[config.mk]
export PLATFORM = sky130hd
export DESIGN_NAME = websocket_frame_deframer
export DESIGN_NICKNAME = d
export VERILOG_FILES = /design/src/sv/wsdf_pkg.sv /design/src/sv/websocket_frame_deframer.sv
export SDC_FILE = /design/constraint.sdc
export NUM_CORES = 1
export LEC_CHECK = 0
export BUFFER_PORTS_ARGS = -buffer_cell sky130_fd_sc_hd__buf_2
export CORE_MARGIN = 5
export CORE_UTILIZATION = 45
export DETAILED_ROUTE_END_ITERATION = 10
export HOLD_SLACK_MARGIN = 0.06
export PLACE_DENSITY_LB_ADDON = 0.15
export SETUP_SLACK_MARGIN = 0.05
export SYNTH_ARGS = -nofsm -noshare
export SYNTH_HDL_FRONTEND = slang
export SYNTH_SLANG_ARGS = --single-unit
[constraint.sdc]
create_clock -name clock -period 6.6 [get_ports clock]
set_input_delay 0.99 -clock clock [delete_from_list [all_inputs] [get_ports clock]]
set_output_delay 0.99 -clock clock [all_outputs]
set_load 0.005 [all_outputs]
[src/sv/wsdf_pkg.sv]
`timescale 1ns / 1ps
// ----------------------------------------------------------------------------
// wsdf_pkg
// shared types and constants of the websocket frame deframer
// ----------------------------------------------------------------------------
package wsdf_pkg;

   localparam int BYTE_W  = 8;
   localparam int LEN_W   = 64;
   localparam int KEY_W   = 32;
   localparam int COUNT_W = 4;
   localparam int KIDX_W  = 2;

   // second header byte fields
   localparam logic [BYTE_W-1:0] MASK_BIT   = 8'h80;
   localparam logic [BYTE_W-1:0] LEN_MASK   = 8'h7F;
   localparam logic [BYTE_W-1:0] LEN16_CODE = 8'd126;
   localparam logic [BYTE_W-1:0] LEN64_CODE = 8'd127;

   // extended length and key byte counts
   localparam logic [COUNT_W-1:0] LEN16_BYTES = 4'd2;
   localparam logic [COUNT_W-1:0] LEN64_BYTES = 4'd8;
   localparam logic [COUNT_W-1:0] KEY_BYTES   = 4'd4;

   typedef enum logic [5:0] {
      PH_FIRST   = 6'b000001,
      PH_SECOND  = 6'b000010,
      PH_EXTLEN  = 6'b000100,
      PH_KEY     = 6'b001000,
      PH_PAYLOAD = 6'b010000,
      PH_DROP    = 6'b100000
   } phase_type;

endpackage

[src/sv/websocket_frame_deframer.sv]
`timescale 1ns / 1ps
// ----------------------------------------------------------------------------
// websocket_frame_deframer
// strips the header of a received frame and unmasks its payload bytes
// ----------------------------------------------------------------------------
// One byte of the received buffer enters per beat on the req_ side; req_tlast
// marks the last byte of the buffer. The first header byte is skipped, the
// second gives the mask bit and the 7-bit length, 126 or 127 pull in a 16 or
// 64-bit big-endian length, and a set mask bit pulls in the 4-byte key. Each
// payload byte leaves on the rsp_ side XORed with its key byte; rsp_tlast
// flags the last payload byte, or the payload byte that ended the buffer.
// Header bytes and bytes past the payload produce no beat. Payload bytes go
// from the header parser into the result register, so the block accepts
// one beat per cycle while req_tready is high. A two-deep output stage
// (result register and skid register) keeps req_tready high while one result
// waits; req_tready drops only while both are full. All parser state returns
// to the start after the byte that carries req_tlast.
module websocket_frame_deframer (
   input  logic                          clock,
   input  logic                          reset,
   // input beats
   input  logic                          req_tvalid,
   output logic                          req_tready,
   input  logic [wsdf_pkg::BYTE_W-1:0]   req_tdata,   // [7:0] rx_byte
   input  logic                          req_tlast,   // end_of_buffer
   // result beats
   output logic                          rsp_tvalid,
   input  logic                          rsp_tready,
   output logic [wsdf_pkg::BYTE_W-1:0]   rsp_tdata,   // [7:0] payload_byte
   output logic                          rsp_tlast    // last_of_message
);
   import wsdf_pkg::*;

   // parser state
   phase_type            phase_ff, phase_in;
   logic [COUNT_W-1:0]   count_ff, count_in;
   logic                 masked_ff, masked_in;
   logic [KEY_W-1:0]     key_ff, key_in;
   logic [LEN_W-1:0]     remain_ff, remain_in;   // payload bytes still to come
   logic [KIDX_W-1:0]    kidx_ff, kidx_in;       // payload index mod 4

   // output stage
   logic                 out_valid_ff, out_valid_in;
   logic [BYTE_W-1:0]    out_byte_ff, out_byte_in;
   logic                 out_last_ff, out_last_in;
   logic                 skid_valid_ff, skid_valid_in;
   logic [BYTE_W-1:0]    skid_byte_ff, skid_byte_in;
   logic                 skid_last_ff, skid_last_in;

   logic                 accept;
   logic                 out_take;
   logic                 res_valid;
   logic [BYTE_W-1:0]    res_byte;
   logic                 res_last;
   logic [BYTE_W-1:0]    key_byte;
   logic [BYTE_W-1:0]    len7;
   logic [LEN_W-1:0]     ext_len;
   logic [LEN_W-1:0]     remain_dec;
   logic [COUNT_W-1:0]   count_dec;

   assign req_tready = !skid_valid_ff;
   assign accept     = req_tvalid && req_tready;
   assign out_take   = out_valid_ff && rsp_tready;

   assign len7       = req_tdata & LEN_MASK;
   assign ext_len    = {remain_ff[LEN_W-BYTE_W-1:0], req_tdata};
   assign remain_dec = remain_ff - LEN_W'(1);
   assign count_dec  = count_ff - COUNT_W'(1);

   // key byte for this payload index, first key byte in the top byte
   always_comb begin
      case (kidx_ff)
         2'd0:    key_byte = key_ff[31:24];
         2'd1:    key_byte = key_ff[23:16];
         2'd2:    key_byte = key_ff[15:8];
         default: key_byte = key_ff[7:0];
      endcase
   end

   // header parser and payload unmasking
   always_comb begin
      phase_in  = phase_ff;
      count_in  = count_ff;
      masked_in = masked_ff;
      key_in    = key_ff;
      remain_in = remain_ff;
      kidx_in   = kidx_ff;
      res_valid = 1'b0;
      res_byte  = req_tdata ^ (masked_ff ? key_byte : '0);
      res_last  = req_tlast || (remain_ff == LEN_W'(1));

      if (accept) begin
         case (phase_ff)
            PH_FIRST: begin
               phase_in = PH_SECOND;
            end
            PH_SECOND: begin
               masked_in = (req_tdata & MASK_BIT) != '0;
               if (len7 == LEN16_CODE) begin
                  remain_in = '0;
                  count_in  = LEN16_BYTES;
                  phase_in  = PH_EXTLEN;
               end else if (len7 == LEN64_CODE) begin
                  remain_in = '0;
                  count_in  = LEN64_BYTES;
                  phase_in  = PH_EXTLEN;
               end else begin
                  remain_in = LEN_W'(len7);
                  if (masked_in) begin
                     phase_in = PH_KEY;
                     count_in = KEY_BYTES;
                  end else begin
                     phase_in = (len7 != '0) ? PH_PAYLOAD : PH_DROP;
                  end
               end
            end
            PH_EXTLEN: begin
               remain_in = ext_len;
               count_in  = count_dec;
               if (count_dec == '0) begin
                  if (masked_ff) begin
                     phase_in = PH_KEY;
                     count_in = KEY_BYTES;
                  end else begin
                     phase_in = (ext_len != '0) ? PH_PAYLOAD : PH_DROP;
                  end
               end
            end
            PH_KEY: begin
               key_in   = {key_ff[KEY_W-BYTE_W-1:0], req_tdata};
               count_in = count_dec;
               if (count_dec == '0) begin
                  phase_in = (remain_ff != '0) ? PH_PAYLOAD : PH_DROP;
               end
            end
            PH_PAYLOAD: begin
               res_valid = 1'b1;
               remain_in = remain_dec;
               kidx_in   = kidx_ff + KIDX_W'(1);
               // one byte left means this is the final payload byte
               if (remain_ff == LEN_W'(1)) begin
                  phase_in = PH_DROP;
               end
            end
            default: begin
               // drop phase and unused codes: bytes are discarded
            end
         endcase

         // end of buffer: back to the start
         if (req_tlast) begin
            phase_in  = PH_FIRST;
            count_in  = '0;
            masked_in = 1'b0;
            key_in    = '0;
            remain_in = '0;
            kidx_in   = '0;
         end
      end
   end

   // result register with skid stage behind it
   always_comb begin
      out_valid_in  = out_valid_ff;
      out_byte_in   = out_byte_ff;
      out_last_in   = out_last_ff;
      skid_valid_in = skid_valid_ff;
      skid_byte_in  = skid_byte_ff;
      skid_last_in  = skid_last_ff;
      if (skid_valid_ff) begin
         // no beat accepted here, ready is low
         if (out_take) begin
            out_byte_in   = skid_byte_ff;
            out_last_in   = skid_last_ff;
            skid_valid_in = 1'b0;
         end
      end else if (res_valid) begin
         if (!out_valid_ff || out_take) begin
            out_valid_in = 1'b1;
            out_byte_in  = res_byte;
            out_last_in  = res_last;
         end else begin
            skid_valid_in = 1'b1;
            skid_byte_in  = res_byte;
            skid_last_in  = res_last;
         end
      end else if (out_take) begin
         out_valid_in = 1'b0;
      end
   end

   always_ff @(posedge clock) begin
      if (reset) begin
         phase_ff      <= PH_FIRST;
         count_ff      <= '0;
         masked_ff     <= 1'b0;
         key_ff        <= '0;
         remain_ff     <= '0;
         kidx_ff       <= '0;
         out_valid_ff  <= 1'b0;
         skid_valid_ff <= 1'b0;
      end else begin
         phase_ff      <= phase_in;
         count_ff      <= count_in;
         masked_ff     <= masked_in;
         key_ff        <= key_in;
         remain_ff     <= remain_in;
         kidx_ff       <= kidx_in;
         out_valid_ff  <= out_valid_in;
         skid_valid_ff <= skid_valid_in;
      end
   end

   // payload registers, no reset needed
   always_ff @(posedge clock) begin
      out_byte_ff  <= out_byte_in;
      out_last_ff  <= out_last_in;
      skid_byte_ff <= skid_byte_in;
      skid_last_ff <= skid_last_in;
   end

   assign rsp_tvalid = out_valid_ff;
   assign rsp_tdata  = out_byte_ff;
   assign rsp_tlast  = out_last_ff;

endmodule

== Yosys cells after proc, flatten, opt, wreduce, memory -nomap -nowiden ==
Cells that the tools add are included.

* Input bits: 13
* Register bits after elaboration: 129
* Output and inout bits: 11

* Equal/unequal tests: 16
* Add/sub/neg operators: 3
* Bitwise logic cells: 3
* Muxes and demuxes: 48
* Reductions and logical operators: 29

{| class="wikitable"
|+ Operators by type and width
! cell !! count
|-
| $pmux 64 s3 || 1
|-
| $reduce_bool 64->1 || 2
|-
| $mux 6 || 11
|-
| $eq 64x1->1 const B || 1
|-
| $mux 32 || 2
|-
| $mux 64 || 1
|-
| $sub 64x1->64 const B || 1
|-
| $mux 8 || 5
|-
| $pmux 6 s5 || 1
|-
| $mux 4 || 6
|-
| $pmux 8 s3 || 1
|-
| $mux 1 || 15
|-
| $eq 7x7->1 const B || 2
|-
| $mux 7 || 2
|-
| $pmux 4 s3 || 1
|-
| $reduce_and 3->1 || 4
|-
| $reduce_bool 2->1 || 6
|-
| $ne 3x3->1 const B || 3
|-
| $reduce_and 2->1 || 4
|-
| $reduce_bool 4->1 || 2
|-
| $reduce_bool 8->1 || 1
|-
| $xor 8x8->8 || 1
|-
| $eq 6x1->1 const B || 1
|-
| $eq 6x2->1 const B || 1
|-
| other kinds (18) || 24
|}

== Logic depth before layout (Yosys ltp) ==
Gate-level depths: netlist of run 1.

* Depth in word-level cells: 7
* Gate-level depth with buffers: 9

== Worst setup path before layout of run 1 ==
OpenSTA, ideal clock, no wires.

* Kind: input to register
* Start point: input port req_tvalid
* End point: register out_byte_ff[0], in the netlist rsp_tdata[0], enable pin
* Path buffers: 1
* Setup slack: 4.102 ns
* Arrival: 2.120 ns
* Stages on the path: 4
* Cell sequence: nor2b_1 clkbuf_1 nand2_1 a21oi_1

* Longest elaborated chain between the ends: 4

{| class="wikitable"
|+ RTL lines
! what !! RTL line !! RTL
|-
| start, declared || websocket_frame_deframer.sv:22 || <nowiki>input logic req_tvalid,</nowiki>
|-
| $logic_and 1x1->1 || websocket_frame_deframer.sv:62 || <nowiki>assign accept = req_tvalid && req_tready;</nowiki>
|-
| $mux 1 || websocket_frame_deframer.sv:92 || <nowiki>if (accept) begin</nowiki>
|-
| $reduce_bool 2->1 (no line) || - ||
|-
| $reduce_and 3->1 (no line) || - ||
|-
| end signal, assigned || websocket_frame_deframer.sv:216 || <nowiki>out_byte_ff <= out_byte_in;</nowiki>
|-
| end, declared || websocket_frame_deframer.sv:44 || <nowiki>logic [BYTE_W-1:0] out_byte_ff, out_byte_in;</nowiki>
|}

Every way passes these cells.
A chain may end at the register's enable or synchronous reset.

== Final worst setup path of run 1 ==
* Start point: input port req_tlast
* End point: register remain_ff[16]

* Longest elaborated chain between the ends: 2

{| class="wikitable"
|+ RTL lines
! what !! RTL line !! RTL
|-
| start, declared || websocket_frame_deframer.sv:25 || <nowiki>input logic req_tlast,</nowiki>
|-
| $reduce_bool 4->1 (no line) || - ||
|-
| $reduce_and 2->1 (no line) || - ||
|-
| end signal, assigned || websocket_frame_deframer.sv:207 || <nowiki>remain_ff <= remain_in;</nowiki>
|-
| end, declared || websocket_frame_deframer.sv:39 || <nowiki>logic [LEN_W-1:0] remain_ff, remain_in;</nowiki>
|}

Several ways; a longest one is shown, not always the timed one.

==> results of run 1 <==
-- tightest hold or removal path: stages, from the launching register on --
cell and delay, ps:
dfxtp_1 300, nand2_1 50, a21oi_1 50
-- logic make-up (layout without fill, tap and decap cells) --
family	Yosys count	in the layout	synth area share, %
DFF	129	129	37.40
muxes	18	18	2.608
xor gates and xnor gates	41	41	4.861
AOI/OAI and AO/OA	266	266	22.85
buffers and inverters	87	85	4.471
adders and majority gates	9	9	1.524
and+or+nand+nor	375	375	26.29
-- cells in the final DEF (no fill, tap or decap), drive strengths merged, types with 7 or more instances in the layout --
cell type / instances
nor2: 65
a22o: 7
a21oi: 83
o21ai: 62
nand4: 17
buf: 36
nand2: 108
and3: 11
mux2: 10
or4: 8
nor4: 25
a32oi: 12
clkbuf: 17
or3: 12
edfxtp: 18
o22ai: 17
mux2i: 8
ha: 9
a222oi: 9
nand3: 67
xnor2: 20
inv: 20
dfxtp: 111
a31oi: 10
xor2: 21
a22oi: 26
nor3: 29
-- stage by stage --
step	hold slack (ps)	total power, mW	setup slack [ps]
after floorplan	431.3	0.9551	4102
after CTS	453.9	1.945	2981
after detailed placement	445.4	1.008	2531
after global placement	439.2	1.008	2670
final	452.8	1.942	2952
after global routing	473.2	2.005	2750
-- final cells by class --
| class | count | area, um2 | share of cell area [%] |
|---|---|---|---|
| inverter | 17 | 63.81 | 0.7790 |
| clock buffer | 17 | 425.4 | 5.193 |
| clock inverter | 15 | 158.9 | 1.940 |
| multi-input combinational | 709 | 4298 | 52.47 |
| timing repair buffer | 36 | 212.7 | 2.597 |
| sequential | 129 | 2763 | 33.73 |
| tap | 216 | 270.3 | 3.299 |
-- worst min path at each step --
stage          slack, ps  cells after the start    endpoint  startpoint
6_report             450                      2  key_ff[25]  key_ff[25]
2_1_floorplan        430                      2  key_ff[24]  key_ff[24]
5_1_grt              470                      2  key_ff[28]  key_ff[28]
4_1_cts              450                      2  key_ff[28]  key_ff[28]
3_3_place_gp         440                      2  key_ff[29]  key_ff[29]
3_5_place_dp         450                      2  key_ff[28]  key_ff[28]
-- state kept, by name (all words and copies together) (netlist names) --
signal / cells
remain_ff: 64
kidx_ff: 2
skid_valid_ff: 1
count_ff: 4
phase_ff: 6
skid_byte_ff: 8
rsp_tdata: 8
rsp_tvalid: 1
key_ff: 32
rsp_tlast: 1
masked_ff: 1
skid_last_ff: 1
-- power groups by stage --
stage / sequential, mW / clock, mW / combinational [mW]
floorplan: 0.821 / 0 / 0.135
global placement: 0.824 / 0 / 0.184
detailed placement: 0.824 / 0 / 0.184
CTS: 0.806 / 0.954 / 0.185
global route: 0.807 / 0.995 / 0.203
finish: 0.807 / 0.947 / 0.187
-- cell usage after synthesis (4+ instances only) --
| cell | instances |
|---|---|
| a21oi_1 | 83 |
| a222oi_1 | 9 |
| a22o_1 | 7 |
| a22oi_1 | 26 |
| a31oi_1 | 10 |
| a32o_1 | 5 |
| a32oi_1 | 12 |
| and2_1 | 6 |
| and3_1 | 11 |
| and4_1 | 4 |
| buf_1 | 5 |
| clkbuf_1 | 62 |
| dfxtp_1 | 111 |
| edfxtp_1 | 18 |
| ha_1 | 9 |
| inv_1 | 16 |
| mux2_2 | 10 |
| mux2i_1 | 8 |
| nand2_1 | 107 |
| nand3_1 | 67 |
| nand4_1 | 17 |
| nand4b_1 | 4 |
| nor2_1 | 63 |
| nor2b_1 | 4 |
| nor3_1 | 28 |
| nor3b_1 | 4 |
| nor4_1 | 18 |
| nor4_2 | 4 |
| o211ai_1 | 5 |
| o21ai_0 | 59 |
| o22ai_1 | 17 |
| or3_1 | 11 |
| or4_1 | 8 |
| xnor2_1 | 20 |
| xor2_1 | 21 |
-- layer usage --
layer  wire length (um)  up-vias
met1               9928     3497
met5                  0        -
li1                   -     3427
met4                769        0
met2              10950      251
met3               1266       66
==> reports/qor.csv, run 1 <==
stage;metric;value;unit
global_routing;largest net degree at the start of global routing;76;
clock_network;CTS tree;built;
cells_and_area;NumNets Final;932;
worst_setup_path;reg2reg start;phase_ff[3];
clock_network;htree depth;4;
routing;drt drc;0;
cells_and_area;ant diodes;0;
clock_network;Worst-path clk slew;60;ps
power;Psw;522.6;uW
floorplanning;Core Area;0.01600;mm2
worst_setup_path;Crit path required time;6920;ps
sta;fmax;0.2741;GHz
worst_setup_path;CP max stage cell;a21oi_1;
synth;number of library cell types mapped by synthesis;66;
global_routing;gr busiest metal;met2;
floorplanning;row count;46;
global_routing;M1 GR Usage;30.25;%
routing;DR vias;7241;
floorplanning;Die Height;138.1;um
cells_and_area;layout cells sized above 1;10.18;%
synth;Synth area leaders;dfxtp_1 (30%), edfxtp_1 (7.3%), a21oi_1 (5.6%);
worst_setup_path;Critical Path End Type;flop;
power;Pwr Density;237.0;mW/mm2
worst_setup_path;r2r setup slk;3010;ps
routing;DR vias/cell;6.357;
power;P_int;1.419;mW
worst_setup_path;Buf/Inv on CP;3;
sta;Slew @ Worst Pin;1232;ps
sta;unrepaired setup endpoints after global routing;false;
global_routing;vias in the first global route;6830;
synth;flops & latches, synth;129;
power;Clk network pwr share;48.8;%
floorplanning;Initial Utilization;46.17;%
power;worst vdd ir;0.2035;mV
worst_setup_path;Reg2Reg Depth;6;
worst_setup_path;Largest delay share family, worst path;compound AO/OA/AOI/OAI gates;
sta;Setup TNS;0;ps
clock_network;Setup Fix Bufs, Post-CTS;0;
synth;area leader, netlist;dfxtp_1;
clock_network;Clk Latency, worst-skew pair;430;ps
cells_and_area;Non-Filler Instances;1139;
synth;syn_area_per_cell;7.986;um2
power;share of power burned in registers;41.5;%
worst_hold_path;worst min path class;reg2reg;
clock_network;maximum clock insertion buffer count;2;
worst_setup_path;worst stage delay on the critical path;1070;ps
sta;final worst-path cycle share;55.27;%
routing;Detailed Route WL;22920;um
clock_network;Root Buffer;clkbuf_16;
worst_setup_path;worst flop-to-flop path endpoint;remain_ff[16];
clock_network;clock sinks;129;
power;logic gate share of total power;9.7;%
global_routing;Global Route Usage Sum;23.54;%
routing;initial drt markers;742;
sta;Hold Vio Cnt, Final;0;
clock_network;Resize count post-CTS;0;
clock_network;# hold bufs at CTS;0;
global_routing;initial antenna violation count;0;
placed_design;IO buf count;23;
run_status;status;completed;
routing;DRT Pass-1 Iters;6;
worst_setup_path;Crit. Startpoint;req_tlast;
worst_setup_path;Setup CP Type;in2reg;
synth;number of synthesized flops with an enable pin;18;
synth;post-synthesis instance total;925;
synth;sequential share of the synthesized area;37.40;%
worst_setup_path;Critical Path Fanout Max;46;
floorplanning;I/O pin count;24;
floorplanning;die width;138.1;um
cells_and_area;area grow syn2layout;10.89;%
global_routing;grt ovf;0;
cells_and_area;# fillers;1588;
clock_network;Inserted Clock Buffers;17;
synth;Async SR Flop Fraction;0;%
global_routing;met3 Use GR;4.138;%
synth;Syn Nets;947;
synth;top-area cell type share of the netlist area;30.08;%
global_routing;met2 usage;38.80;%
worst_setup_path;Worst Path Arrival;3960;ps
cells_and_area;final core utilization;51.20;%
sta;Max transition margin;17.85;%
floorplanning;full die area;0.01908;mm2
routing;Antenna Nets Post-Route;0;
worst_setup_path;crit path to;remain_ff[16];
power;switch share;26.91;%
power;P_leak;2.917;nW
placed_design;placement-stage cell area;0.007607;mm2
placed_design;Placer Congestion;0.9020;
worst_setup_path;critical path, cell by cell;buf_2 > inv_2 > a21oi_1 > nor2_1 > buf_4 > a221o_1;
worst_setup_path;Crit. path cell count;6;
placed_design;Placed Cells;1107;
sta;Pins Over Slew Limit;0;
sta;Tmin final;3648;ps
global_routing;first-pass GRT wire length;37060;um
routing;Routed WL per cell;20.12;um
synth;synthesized cell area;0.007387;mm2
worst_setup_path;Critical Path Source Type;primary input;
sta;clk_skew;10.63;ps
placed_design;DP HPWL;14890;um
sta;Setup Viol. Count Final;0;
job;max cap viols;0;
synth;synth warn;0;
synth;Top FF cell, synth;dfxtp_1;
cells_and_area;design area;0.008192;mm2
Note: power is estimated with default switching activity, not from simulation.
==> run 2: changes to the inputs <==
==> constraint.sdc (replaced) <==
create_clock -name clock -period 3.7 [get_ports clock]
set_input_delay 0.555 -clock clock [delete_from_list [all_inputs] [get_ports clock]]
set_output_delay 0.555 -clock clock [all_outputs]
set_load 0.005 [all_outputs]
==> reports/qor.csv, run 2 (synthesis gave the netlist of run 1 again) <==
stage;metric;value;unit;change
clock_network;clock sinks;129;;unchanged
worst_hold_path;hold path start;rsp_tready;;
routing;Routed WL per cell;20.10;um;about the same
global_routing;grt ovf;0;;unchanged
worst_hold_path;worst min path class;in2reg;;
worst_setup_path;Crit path required time;4010;ps;-2910 ps
power;P_leak;3.001;nW;+2.9%
cells_and_area;area grow syn2layout;12.43;%;
cells_and_area;most common cell after layout, fill and taps aside;dfxtp_1;;
clock_network;Root Buffer;clkbuf_16;;
sta;fmax;0.3627;GHz;
clock_network;Resize count post-CTS;0;;unchanged
floorplanning;I/O pin count;24;;unchanged
sta;Hold Vio Cnt, Final;0;;unchanged
sta;Setup TNS;0;ps;unchanged
placed_design;placement-stage cell area;0.007712;mm2;+1.4%
run_status;status;completed;;
sta;Setup Viol. Count Final;0;;unchanged
routing;Antenna Nets Post-Route;0;;unchanged
worst_setup_path;Buf/Inv on CP;0;;-3
sta;Max transition margin;42.12;%;+24 points
clock_network;Inserted Clock Buffers;17;;unchanged
cells_and_area;layout cells sized above 1;11.31;%;+1.1 points
floorplanning;row count;46;;unchanged
worst_setup_path;Largest delay share family, worst path;simple AND/OR/NAND/NOR gates;;
placed_design;IO buf count;23;;unchanged
sta;clk_skew;10.42;ps;-0.2050 ps
global_routing;first-pass GRT wire length;37360;um;+0.82%
floorplanning;Core Area;0.01600;mm2;unchanged
routing;DR vias/cell;6.319;;-0.60%
worst_setup_path;reg2reg start;remain_ff[42];;
sta;Pins Over Slew Limit;0;;unchanged
placed_design;Worst Setup Slack post-DPL;977.1;ps;-1554 ps
cells_and_area;design area;0.008305;mm2;+1.4%
routing;Detailed Route WL;23180;um;+1.1%
worst_setup_path;critical path, cell by cell;nor4_2 > and3_1 > nand4b_1 > o311a_1 > nor2_2 > mux2_2;;
cells_and_area;Largest regs;remain_ff: 64 flops, key_ff: 32 flops;;
global_routing;largest net degree at the start of global routing;46;;-39%
cells_and_area;max FFs per register;64;;unchanged
worst_setup_path;Setup CP Type;reg2reg;;
clock_network;Setup Fix Bufs, Post-CTS;0;;unchanged
worst_setup_path;Worst Path Arrival;3070;ps;-890 ps
cells_and_area;final core utilization;51.91;%;+0.71 points
job;max cap viols;0;;unchanged
worst_hold_path;hold depth;2;;unchanged
cells_and_area;NumNets Final;946;;+1.5%
cells_and_area;Top reg by flops;remain_ff;;
floorplanning;die width;138.1;um;unchanged
worst_setup_path;Reg2Reg Depth;6;;unchanged
routing;initial drt markers;763;;+2.8%
cells_and_area;ant diodes;0;;unchanged
sta;Hold WS;379.5;ps;-73.32 ps
clock_network;Worst-path clk slew;60;ps;about the same
sta;Slew @ Worst Pin;865.1;ps;-367.1 ps
worst_setup_path;Critical Path End Type;flop;;
global_routing;vias in the first global route;6793;;-0.54%
cells_and_area;# fillers;1557;;-2.0%
sta;Tmin final;2757;ps;
clock_network;# hold bufs at CTS;0;;unchanged
worst_setup_path;Critical Path Fanout Max;8;;-83%
clock_network;maximum clock insertion buffer count;2;;unchanged
placed_design;Placed Cells;1121;;+1.3%
cells_and_area;most frequent cells in the layout;dfxtp_1 (111), nand2_1 (107), a21oi_1 (83), nand3_1 (67), nor2_1 (63);;
floorplanning;full die area;0.01908;mm2;unchanged
clock_network;htree depth;4;;unchanged
worst_hold_path;Hold EP;skid_valid_ff;;
power;Pwr Total;3.493;mW;+80%
routing;DR vias;7286;;+0.62%
sta;final worst-path cycle share;74.52;%;
routing;drt drc;0;;unchanged
placed_design;DP HPWL;15380;um;+3.3%
power;worst vdd ir;0.3526;mV;+73%
floorplanning;Initial Utilization;46.17;%;unchanged
worst_setup_path;r2r setup slk;940;ps;-2070 ps
placed_design;Placer Congestion;0.8892;;-1.4%
floorplanning;Die Height;138.1;um;unchanged
worst_setup_path;worst flop-to-flop path endpoint;phase_ff[5];;
routing;DRT Pass-1 Iters;5;;-1
clock_network;CTS tree;built;;
clock_network;Clk Latency, worst-skew pair;420;ps;about the same
sta;unrepaired setup endpoints after global routing;false;;
global_routing;initial antenna violation count;0;;unchanged
power;Pwr Density;420.6;mW/mm2;+77%
worst_setup_path;CP max stage cell;nor4_2;;
global_routing;Global Route Usage Sum;23.83;%;+0.30 points
worst_setup_path;Critical Path Source Type;flop;;
worst_setup_path;worst stage delay on the critical path;570;ps;-500 ps
sta;post-route setup slack;942.6;ps;-2009 ps
cells_and_area;Non-Filler Instances;1153;;+1.2%
-- run 2: cell types whose count changed in the layout (fill, tap and decap cells not counted), sizes merged --
cell	delta
inv	-2
clkinv	+4
buf	+14
clkinvlp	-3
bufinv	+1
-- run 2: per-layer routing --
layer | GRT usage [%] | part of all wire, % | vias to the layer above
met2 | 38.59 | 47 | 286
met3 | 4.828 | 6.2 | 46
met1 | 31.42 | 44 | 3498
met5 | 0 | 0 | -
met4 | 9.204 | 2.6 | 0
li1 | - | - | 3456
-- run 2: report_power, final --
group	internal, mW	leakage [nW]	switching, mW
clock network	1.05	0.288	0.655
registers	1.43	1.06	0.0109
logic	0.117	1.66	0.229
-- run 2: area by class of cell --
| type | instances | area (um2) | share of cell area, % |
|---|---|---|---|
| Multi-Input combinational cell | 709 | 4298 | 51.75 |
| Timing Repair Buffer | 50 | 317.8 | 3.826 |
| Clock buffer | 17 | 425.4 | 5.122 |
| Clock inverter | 15 | 167.7 | 2.019 |
| Sequential cell | 129 | 2763 | 33.26 |
| Tap cell | 216 | 270.3 | 3.254 |
| Inverter | 17 | 63.81 | 0.7683 |
-- run 2: worst max-delay path by stage --
| stage | start | to | slack, ps | cells after the start |
|---|---|---|---|---|
| final | remain_ff[42] | phase_ff[5] | 940 | 6 |
| after global placement | remain_ff[25] | remain_ff[41] | 960 | 6 |
| after global routing | remain_ff[0] | remain_ff[47] | 750 | 6 |
| after floorplan | remain_ff[25] | remain_ff[40] | 1250 | 7 |
| after detailed placement | remain_ff[25] | remain_ff[61] | 980 | 6 |
| after CTS | remain_ff[25] | remain_ff[41] | 970 | 6 |
